File: config.mk
export PLATFORM = sky130hd
export DESIGN_NAME = md5_hash_engine
export DESIGN_NICKNAME = d
export VERILOG_FILES = /design/src/design/md5_pkg.sv /design/src/design/md5_ram.sv /design/src/design/md5_datapath.sv /design/src/design/md5_control.sv /design/src/design/md5_hash_engine.sv
export SDC_FILE = /design/constraint.sdc
export NUM_CORES = 2
export LEC_CHECK = 0
export BUFFER_PORTS_ARGS = -buffer_cell sky130_fd_sc_hd__buf_4
export CAP_MARGIN = 30
export CORE_ASPECT_RATIO = 1.75
export CORE_MARGIN = 2
export CORE_UTILIZATION = 44
export DETAILED_ROUTE_END_ITERATION = 8
export GPL_TIMING_DRIVEN = 0
export SLEW_MARGIN = 20
export SYNTH_ARGS = -nofsm -noshare
export SYNTH_HDL_FRONTEND = slang
export SYNTH_SLANG_ARGS = --single-unit
File: constraint.sdc
create_clock -name clock -period 11.5 [get_ports clock]
set_input_delay 1.15 -clock clock [delete_from_list [all_inputs] [get_ports clock]]
set_output_delay 1.15 -clock clock [all_outputs]
set_load 0.03 [all_outputs]
File: src/design/md5_pkg.sv
`timescale 1ns / 1ps
package md5_pkg;

   typedef enum logic [2:0] {
      ST_IDLE,
      ST_PAD,
      ST_LEN,
      ST_ROUND,
      ST_FOLD,
      ST_EMIT
   } md5_state_type;

   // Datapath commands for the current cycle.
   typedef struct packed {
      logic       write_byte;  // write wr_byte at the fill index and advance it
      logic [7:0] wr_byte;
      logic       count_byte;  // add eight to the bit count
      logic       snap_len;    // latch the bit count as the message length
      logic       start_block; // load the working words from the chain words
      logic       do_round;    // run one round
      logic       fold;        // add the working words into the chain words
      logic       clear_ctx;   // return the context to its initial values
   } md5_cmd_type;

   typedef struct packed {
      logic [5:0]  fill;
      logic [5:0]  round;
      logic [63:0] len;
   } md5_stat_type;

   localparam logic [7:0] PadByte = 8'h80;
   localparam logic [5:0] LenStart = 6'd56;

   localparam logic [31:0] InitA = 32'h67452301;
   localparam logic [31:0] InitB = 32'hefcdab89;
   localparam logic [31:0] InitC = 32'h98badcfe;
   localparam logic [31:0] InitD = 32'h10325476;

   function automatic logic [31:0] sine_k(input logic [5:0] i);
      logic [31:0] t [64];
      t = '{
         32'hd76aa478, 32'he8c7b756, 32'h242070db, 32'hc1bdceee,
         32'hf57c0faf, 32'h4787c62a, 32'ha8304613, 32'hfd469501,
         32'h698098d8, 32'h8b44f7af, 32'hffff5bb1, 32'h895cd7be,
         32'h6b901122, 32'hfd987193, 32'ha679438e, 32'h49b40821,
         32'hf61e2562, 32'hc040b340, 32'h265e5a51, 32'he9b6c7aa,
         32'hd62f105d, 32'h02441453, 32'hd8a1e681, 32'he7d3fbc8,
         32'h21e1cde6, 32'hc33707d6, 32'hf4d50d87, 32'h455a14ed,
         32'ha9e3e905, 32'hfcefa3f8, 32'h676f02d9, 32'h8d2a4c8a,
         32'hfffa3942, 32'h8771f681, 32'h6d9d6122, 32'hfde5380c,
         32'ha4beea44, 32'h4bdecfa9, 32'hf6bb4b60, 32'hbebfbc70,
         32'h289b7ec6, 32'heaa127fa, 32'hd4ef3085, 32'h04881d05,
         32'hd9d4d039, 32'he6db99e5, 32'h1fa27cf8, 32'hc4ac5665,
         32'hf4292244, 32'h432aff97, 32'hab9423a7, 32'hfc93a039,
         32'h655b59c3, 32'h8f0ccc92, 32'hffeff47d, 32'h85845dd1,
         32'h6fa87e4f, 32'hfe2ce6e0, 32'ha3014314, 32'h4e0811a1,
         32'hf7537e82, 32'hbd3af235, 32'h2ad7d2bb, 32'heb86d391};
      return t[i];
   endfunction

   function automatic logic [4:0] rot_s(input logic [5:0] i);
      logic [4:0] t [16];
      t = '{5'd7, 5'd12, 5'd17, 5'd22, 5'd5, 5'd9, 5'd14, 5'd20,
            5'd4, 5'd11, 5'd16, 5'd23, 5'd6, 5'd10, 5'd15, 5'd21};
      return t[{i[5:4], i[1:0]}];
   endfunction

   // Message word used in round i.
   function automatic logic [3:0] msg_index(input logic [5:0] i);
      logic [3:0] r;
      unique case (i[5:4])
         2'd0: r = i[3:0];
         2'd1: r = 4'(5 * i[3:0] + 1);
         2'd2: r = 4'(3 * i[3:0] + 5);
         default: r = 4'(7 * i[3:0]);
      endcase
      return r;
   endfunction

endpackage

File: src/design/md5_ram.sv
`timescale 1ns / 1ps
module md5_ram #(
   parameter int Width = 8,
   parameter int Depth = 64
) (
   input  logic                     clock,
   input  logic                     wr_en,
   input  logic [$clog2(Depth)-1:0] wr_addr,
   input  logic [Width-1:0]         wr_data,
   input  logic [$clog2(Depth)-1:0] rd_addr,
   output logic [Width-1:0]         rd_data
);
   logic [Width-1:0] mem [Depth];
   logic [Width-1:0] rd_data_ff;

   always_ff @(posedge clock) begin
      if (wr_en) begin
         mem[wr_addr] <= wr_data;
      end
      rd_data_ff <= mem[rd_addr];
   end

   assign rd_data = rd_data_ff;
endmodule

File: src/design/md5_datapath.sv
`timescale 1ns / 1ps
module md5_datapath (
   input  logic                clock,
   input  logic                reset,
   input  md5_pkg::md5_cmd_type cmd,
   input  logic [1:0]          emit_sel,
   output md5_pkg::md5_stat_type stat,
   output logic [31:0]         chain_word
);
   import md5_pkg::*;

   logic [5:0]  fill_ff, fill_in;
   logic [5:0]  round_ff, round_in;
   logic [63:0] count_ff, count_in;
   logic [63:0] len_ff;
   logic [31:0] ha_ff, hb_ff, hc_ff, hd_ff;
   logic [31:0] a_ff, b_ff, c_ff, d_ff;
   logic [31:0] m_word;
   logic [31:0] f_val, t_val, rot_val;
   logic [63:0] rot_wide;
   logic [5:0]  prefetch;

   // The buffer is kept as 16 little-endian words, four byte lanes.
   logic [3:0][7:0] lane_rd;
   logic [3:0]      lane_we;

   // The word for round r+1 is read during round r; start_block reads round 0.
   assign prefetch = cmd.start_block ? 6'd0 : 6'(round_ff + 6'd1);

   for (genvar g = 0; g < 4; g++) begin : gen_lane
      assign lane_we[g] = cmd.write_byte && (fill_ff[1:0] == 2'(g));
      md5_ram #(.Width(8), .Depth(16)) u_lane (
         .clock  (clock),
         .wr_en  (lane_we[g]),
         .wr_addr(fill_ff[5:2]),
         .wr_data(cmd.wr_byte),
         .rd_addr(msg_index(prefetch)),
         .rd_data(lane_rd[g])
      );
   end
   assign m_word = lane_rd;

   always_comb begin
      unique case (round_ff[5:4])
         2'd0: f_val = (b_ff & c_ff) | (~b_ff & d_ff);
         2'd1: f_val = (d_ff & b_ff) | (~d_ff & c_ff);
         2'd2: f_val = b_ff ^ c_ff ^ d_ff;
         default: f_val = c_ff ^ (b_ff | ~d_ff);
      endcase
      t_val = a_ff + f_val + sine_k(round_ff) + m_word;
      rot_wide = {t_val, t_val} << rot_s(round_ff);
      rot_val = rot_wide[63:32];
   end

   always_comb begin
      fill_in = fill_ff;
      count_in = count_ff;
      round_in = round_ff;
      if (cmd.write_byte) begin
         fill_in = 6'(fill_ff + 6'd1);
      end
      if (cmd.count_byte) begin
         count_in = count_ff + 64'd8;
      end
      if (cmd.start_block) begin
         round_in = '0;
      end else if (cmd.do_round) begin
         round_in = 6'(round_ff + 6'd1);
      end
      if (cmd.clear_ctx) begin
         fill_in = '0;
         count_in = '0;
      end
   end

   always_ff @(posedge clock) begin
      if (reset) begin
         fill_ff <= '0;
         count_ff <= '0;
         round_ff <= '0;
         ha_ff <= InitA;
         hb_ff <= InitB;
         hc_ff <= InitC;
         hd_ff <= InitD;
      end else begin
         fill_ff <= fill_in;
         count_ff <= count_in;
         round_ff <= round_in;
         if (cmd.clear_ctx) begin
            ha_ff <= InitA;
            hb_ff <= InitB;
            hc_ff <= InitC;
            hd_ff <= InitD;
         end else if (cmd.fold) begin
            ha_ff <= ha_ff + a_ff;
            hb_ff <= hb_ff + b_ff;
            hc_ff <= hc_ff + c_ff;
            hd_ff <= hd_ff + d_ff;
         end
      end
   end

   always_ff @(posedge clock) begin
      if (cmd.snap_len) begin
         len_ff <= count_ff;
      end
      if (cmd.start_block) begin
         a_ff <= ha_ff;
         b_ff <= hb_ff;
         c_ff <= hc_ff;
         d_ff <= hd_ff;
      end else if (cmd.do_round) begin
         a_ff <= d_ff;
         d_ff <= c_ff;
         c_ff <= b_ff;
         b_ff <= b_ff + rot_val;
      end
   end

   always_comb begin
      unique case (emit_sel)
         2'd0: chain_word = ha_ff;
         2'd1: chain_word = hb_ff;
         2'd2: chain_word = hc_ff;
         default: chain_word = hd_ff;
      endcase
   end

   assign stat.fill = fill_ff;
   assign stat.round = round_ff;
   assign stat.len = len_ff;
endmodule

File: src/design/md5_control.sv
`timescale 1ns / 1ps
module md5_control (
   input  logic                  clock,
   input  logic                  reset,
   input  logic                  req_tvalid,
   output logic                  req_tready,
   input  logic [7:0]            req_tdata,
   input  logic                  req_tuser,
   input  logic                  req_tlast,
   output logic                  rsp_tvalid,
   input  logic                  rsp_tready,
   output logic [1:0]            emit_sel,
   input  md5_pkg::md5_stat_type stat,
   output md5_pkg::md5_cmd_type  cmd
);
   import md5_pkg::*;

   md5_state_type state_ff, state_in;
   md5_state_type after_ff, after_in;   // where to continue once a block is folded
   logic          wrap_ff, wrap_in;     // length does not fit; zero-fill to block end first
   logic [1:0]    idx_ff, idx_in;
   logic [2:0]    lenb_ff, lenb_in;
   logic [63:0]   len_shift;

   assign len_shift = stat.len >> {lenb_ff, 3'b000};
   assign emit_sel = idx_ff;

   always_ff @(posedge clock) begin
      if (reset) begin
         state_ff <= ST_IDLE;
         after_ff <= ST_IDLE;
         wrap_ff <= 1'b0;
         idx_ff <= '0;
         lenb_ff <= '0;
      end else begin
         state_ff <= state_in;
         after_ff <= after_in;
         wrap_ff <= wrap_in;
         idx_ff <= idx_in;
         lenb_ff <= lenb_in;
      end
   end

   always_comb begin
      state_in = state_ff;
      after_in = after_ff;
      wrap_in = wrap_ff;
      idx_in = idx_ff;
      lenb_in = lenb_ff;
      cmd = '0;
      req_tready = 1'b0;
      rsp_tvalid = 1'b0;
      unique case (state_ff)
         ST_IDLE: begin
            req_tready = 1'b1;
            if (req_tvalid) begin
               cmd.write_byte = req_tuser;
               cmd.wr_byte = req_tdata;
               cmd.count_byte = req_tuser;
               if (req_tuser && stat.fill == 6'd63) begin
                  // Buffer full: compress; padding follows if this is the end.
                  cmd.start_block = 1'b1;
                  after_in = req_tlast ? ST_PAD : ST_IDLE;
                  state_in = ST_ROUND;
               end else if (req_tlast) begin
                  state_in = ST_PAD;
               end
            end
         end
         ST_PAD: begin
            // Length is taken here, after the last message byte was counted.
            cmd.write_byte = 1'b1;
            cmd.wr_byte = PadByte;
            cmd.snap_len = 1'b1;
            wrap_in = 1'b0;
            state_in = ST_LEN;
            if (stat.fill == 6'd63) begin
               cmd.start_block = 1'b1;
               after_in = ST_LEN;
               state_in = ST_ROUND;
            end else if (stat.fill >= LenStart) begin
               wrap_in = 1'b1;
            end
         end
         ST_LEN: begin
            cmd.write_byte = 1'b1;
            if (wrap_ff || stat.fill < LenStart) begin
               cmd.wr_byte = '0;
            end else begin
               cmd.wr_byte = len_shift[7:0];
               lenb_in = 3'(lenb_ff + 3'd1);
            end
            if (stat.fill == 6'd63) begin
               cmd.start_block = 1'b1;
               state_in = ST_ROUND;
               if (wrap_ff) begin
                  // The length goes into one more block of zeros.
                  wrap_in = 1'b0;
                  after_in = ST_LEN;
               end else begin
                  lenb_in = '0;
                  after_in = ST_EMIT;
               end
            end
         end
         ST_ROUND: begin
            cmd.do_round = 1'b1;
            if (stat.round == 6'd63) begin
               state_in = ST_FOLD;
            end
         end
         ST_FOLD: begin
            cmd.fold = 1'b1;
            state_in = after_ff;
         end
         ST_EMIT: begin
            rsp_tvalid = 1'b1;
            if (rsp_tready) begin
               idx_in = 2'(idx_ff + 2'd1);
               if (idx_ff == 2'd3) begin
                  cmd.clear_ctx = 1'b1;
                  state_in = ST_IDLE;
               end
            end
         end
         default: state_in = ST_IDLE;
      endcase
   end
endmodule

File: src/design/md5_hash_engine.sv
`timescale 1ns / 1ps
// Byte-serial MD5 engine. A request item carries one message byte (tuser set) or none,
// and tlast ends the message; the digest then leaves as four 32-bit words A to D, each
// little-endian, with tlast on D. Bytes are taken while the engine is idle; each 64th
// byte starts a compression, one round per cycle on a single round unit, and then a
// fold, with no request taken meanwhile. Padding writes one byte a cycle into the
// block buffer, pausing for one or two compressions, before the digest.
module md5_hash_engine (
   input  logic        clock,
   input  logic        reset,
   input  logic        req_tvalid,
   output logic        req_tready,
   input  logic [7:0]  req_tdata,   // data_byte
   input  logic        req_tuser,   // has_byte
   input  logic        req_tlast,   // is_last
   output logic        rsp_tvalid,
   input  logic        rsp_tready,
   output logic [39:0] rsp_tdata,   // digest_word[31:0], word_index[33:32], zero fill
   output logic        rsp_tlast    // last_word
);
   import md5_pkg::*;

   md5_cmd_type  cmd;
   md5_stat_type stat;
   logic [1:0]   emit_sel;
   logic [31:0]  chain_word;

   md5_control u_control (
      .clock     (clock),
      .reset     (reset),
      .req_tvalid(req_tvalid),
      .req_tready(req_tready),
      .req_tdata (req_tdata),
      .req_tuser (req_tuser),
      .req_tlast (req_tlast),
      .rsp_tvalid(rsp_tvalid),
      .rsp_tready(rsp_tready),
      .emit_sel  (emit_sel),
      .stat      (stat),
      .cmd       (cmd)
   );

   md5_datapath u_datapath (
      .clock     (clock),
      .reset     (reset),
      .cmd       (cmd),
      .emit_sel  (emit_sel),
      .stat      (stat),
      .chain_word(chain_word)
   );

   assign rsp_tdata = {6'd0, emit_sel, chain_word};
   assign rsp_tlast = (emit_sel == 2'd3);
endmodule

==> run_results.csv <==
group,metric,value,unit
status,outcome,"finished clean",
critical_path,critical_path.endpoint_type,"flip-flop",
global_routing,grt_overflow,0,
synthesis,synth_flop_cell,"edfxtp_1",
worst_hold_path,hp-class,"reg2reg",
clock_tree,cts_tree,"yes",
synthesis,synth_edf_count,701,
die,io_pins,57,
placement,dp_slack,-1.70,ns
clock_tree,htree_levels,3,
critical_path,startpoint_type,"flip-flop",
power_and_ir_drop,power.switching,3.46,mW
synthesis,synth.cell_area,0.0560,mm²
timing,skew,0.0781,ns
drt,drtIter0Drc,4275,
cells_and_area,layout_common_cells,"840 x nand2_1, 701 x edfxtp_1, 399 x a21oi_1, 385 x nor2_1, 286 x inv_1",
cells_and_area,stdcell_count,7700,
critical_path,slowest_delay,0.57,ns
drt,vias_per_cell,6.18,
power_and_ir_drop,power_leakage,23.2,nW
synthesis,async_reset_ff_share,0,%
clock_tree,numClockSinks,946,
timing,fin_crit_sh,97.7,%
drt,drtAntennaViolNets,0,
clock_tree,clock-root-buffer,"clkbuf_16",
critical_path,cp_data_arrival_time,11.71,ns
global_routing,grtUsageTotal,35.2,%
drt,vias,47600,
global_routing,grt_max_degree,57,
synthesis,syn_inst,5753,
power_and_ir_drop,vdd_ir_drop_max,158,µV
placement,portBuffers,50,
power_and_ir_drop,seqPwrFrac,38.7,%
timing,setup_viol,0,
die,core_area,0.127,mm²
synthesis,synth.avg_cell_area,9.73,µm²
synthesis,ys_ff_latch,946,
critical_path,critPathRequiredTime,11.98,ns
synthesis,ys_warn_count,0,
cells_and_area,final_common_cell,"nand2_1",
critical_path,reg2regPathDepth,38,
placement,routabilityCongestion,1.04,
timing,rsz0062_at_grt,"no",
die,rows,173,
critical_path,critical_path_class,"reg2reg",
global_routing,antenna_found_initial,4,
power_and_ir_drop,powerDensity,164,mW/mm²
cells_and_area,syn2layout_area_growth,12.5,%
placement,place_area,0.0595,mm²
synthesis,ys_seq_area_share,46.4,%
timing,min_period,11.23,ns
placement,placed_cells,7520,
die,die_x,274,µm
synthesis,synth_cell_types,103,
power_and_ir_drop,power.share.switching,33.5,%
clock_tree,cts_made_buffers,89,
power_and_ir_drop,combPwrFrac,30.0,%
clock_tree,clockBufferDepth,3,
timing,relSlewSlack,24.2,%
power_and_ir_drop,power.internal,6.85,mW
cells_and_area,fillCellCount,11900,
clock_tree,insertion_delay,0.75,ns
timing,worst_pin_slew,1.13,ns
placement,dp_hpwl,181000,µm
drt,firstDrtPassIters,8,
cells_and_area,drive_gt1_share,8.32,%
timing,final_max_slew_viol_count,0,
worst_hold_path,worstHoldPathCells,0,
drt,wl_per_cell,30.2,µm
die,die-area,0.130,mm²
die,initial_core_util,44.2,%
timing,fmax,89.0,MHz
critical_path,critPathSlowestCell,"mux4_2",
power_and_ir_drop,finalPower,10.3,mW
timing,fin_ws,0.268,ns
cells_and_area,design_area,0.0630,mm²
power_and_ir_drop,p_clk_share,31.3,%
global_routing,grt_pass1_wl,326000,µm
global_routing,grt_pass1_vias,46500,
timing,final_hold_viol_count,0,
flow_run,maxCapViolations,0,
clock_tree,holdBufCountCts,0,
drt,wirelength,233000,µm
critical_path,cp_max_fo,16,
clock_tree,path_clk_slew,0.07,ns
die,die_height,476,µm
drt,drc,0,
cells_and_area,fin_nets,6267,
cell families after synthesis:
logic type                 share of synthesized area, %
and+or+nand+nor                                    14.6
AOI/OAI and AO/OA                                  18.7
DFF                                                46.4
buffers and inverters                              4.59
adders and majority gates                          8.03
xor gates and xnor gates                           4.00
muxes                                              3.63
other                                           0.00670
state kept, by name, summed over array words and instances, names as in the netlist, named ones only:
| name | count |
|---|---|
| u_datapath.gen_lane.u_lane.mem | 512 |
| u_datapath.count_ff | 61 |
| u_datapath.len_ff | 61 |
| u_datapath.a_ff | 32 |
| u_datapath.b_ff | 32 |
| u_datapath.c_ff | 32 |
| u_datapath.d_ff | 32 |
| u_datapath.gen_lane.u_lane.rd_data | 32 |
| u_datapath.ha_ff | 32 |
| u_datapath.hb_ff | 32 |
| u_datapath.hc_ff | 32 |
| u_datapath.hd_ff | 32 |
| u_datapath.fill_ff | 6 |
| u_datapath.round_ff | 6 |
| u_control.after_ff | 3 |
| u_control.state_ff | 3 |
| u_control.emit_sel | 2 |
| u_control.lenb_ff | 2 |
| u_control.wrap_ff | 1 |
cells in the mapped netlist, types with 33 or more instances:
master | number | area (µm²)
nand2_1 | 843 | 3160
edfxtp_1 | 701 | 21100
a21oi_1 | 400 | 2000
nor2_1 | 387 | 1450
inv_1 | 286 | 1070
clkbuf_1 | 265 | 995
o21ai_0 | 262 | 1310
dfxtp_1 | 245 | 4900
ha_1 | 224 | 2800
a211oi_1 | 207 | 1550
a31oi_1 | 179 | 1120
and2_1 | 141 | 882
xor2_1 | 136 | 1190
nand3_1 | 132 | 661
mux2i_1 | 116 | 1160
xnor2_1 | 115 | 1010
a311oi_1 | 78 | 683
a21o_1 | 74 | 556
fa_1 | 69 | 1380
nor3_1 | 68 | 340
o211ai_1 | 64 | 480
buf_1 | 51 | 191
and3_1 | 50 | 313
buf_2 | 42 | 210
nand2b_1 | 42 | 263
a222oi_1 | 33 | 330
or3_1 | 33 | 206
power groups by stage:
stage	registers [mW]	clock network [mW]	logic (mW)
finish	3.99	3.22	3.09
global route	3.99	3.35	3.34
CTS	3.99	3.24	3.00
detailed placement	4.06	0	2.98
global placement	4.12	0	2.85
floorplan	4.04	0	2.02
worst paths after layout:
path	startpoint	to	slack (ns)
worst max-delay path	u_datapath.round_ff[1]	u_datapath.b_ff[30]	0.27
worst min-delay path	u_datapath.count_ff[63]	u_datapath.len_ff[63]	0.47
worst max register to register	u_datapath.round_ff[1]	u_datapath.b_ff[30]	0.27
worst min register to register	u_datapath.count_ff[63]	u_datapath.len_ff[63]	0.47
critical path: cells and delay by family (launching register included):
| family | cells | cell delay (ns) |
|---|---|---|
| flip-flops | 1 | 0.46 |
| XOR/XNOR | 2 | 0.30 |
| buffers and inverters | 6 | 1.12 |
| multiplexers | 5 | 1.72 |
| adder cells (fa/ha/maj) | 6 | 2.45 |
| AND/OR/NAND/NOR | 4 | 1.28 |
| AO/OA/AOI/OAI | 15 | 3.61 |
what timing repair did:
action,in CTS,in global routing
resized for setup,30,57
setup endpoints to repair,26,11
setup buffers,0,3
gates cloned,0,0
pin swaps,0,2
stage by stage:
step           util (%)  hold WS [ns]  setup TNS (ns)
6_report           49.7         0.471               0
5_1_grt            49.7         0.487               0
4_1_cts            49.5         0.469               0
3_5_place_dp       47.0         0.445          -22.50
3_3_place_gp       46.2         0.441          -40.86
2_1_floorplan         -         0.428               0
per-layer routing:
layer	vias to the layer above	global-route usage (%)	part of all wire [%]
met2	2118	61.8	50
met5	-	0	0.0043
met1	23200	36.3	34
li1	21400	-	-
met3	812	5.21	5.7
met4	2	31.1	11
cell type report:
type / instances / area [µm²] / share of cell area, %
diodes: 3 / 7.51 / 0.0119
plain buffers: 365 / 1550 / 2.46
clock buffers: 107 / 2380 / 3.78
clock inverters: 59 / 762 / 1.21
inverters: 290 / 1090 / 1.73
multi-input cells: 4154 / 27700 / 44.0
flip-flops and latches: 946 / 26000 / 41.2
well taps: 1662 / 2080 / 3.30
repair buffers: 114 / 1440 / 2.28
No activity file was read; power rests on OpenSTA's default activity.
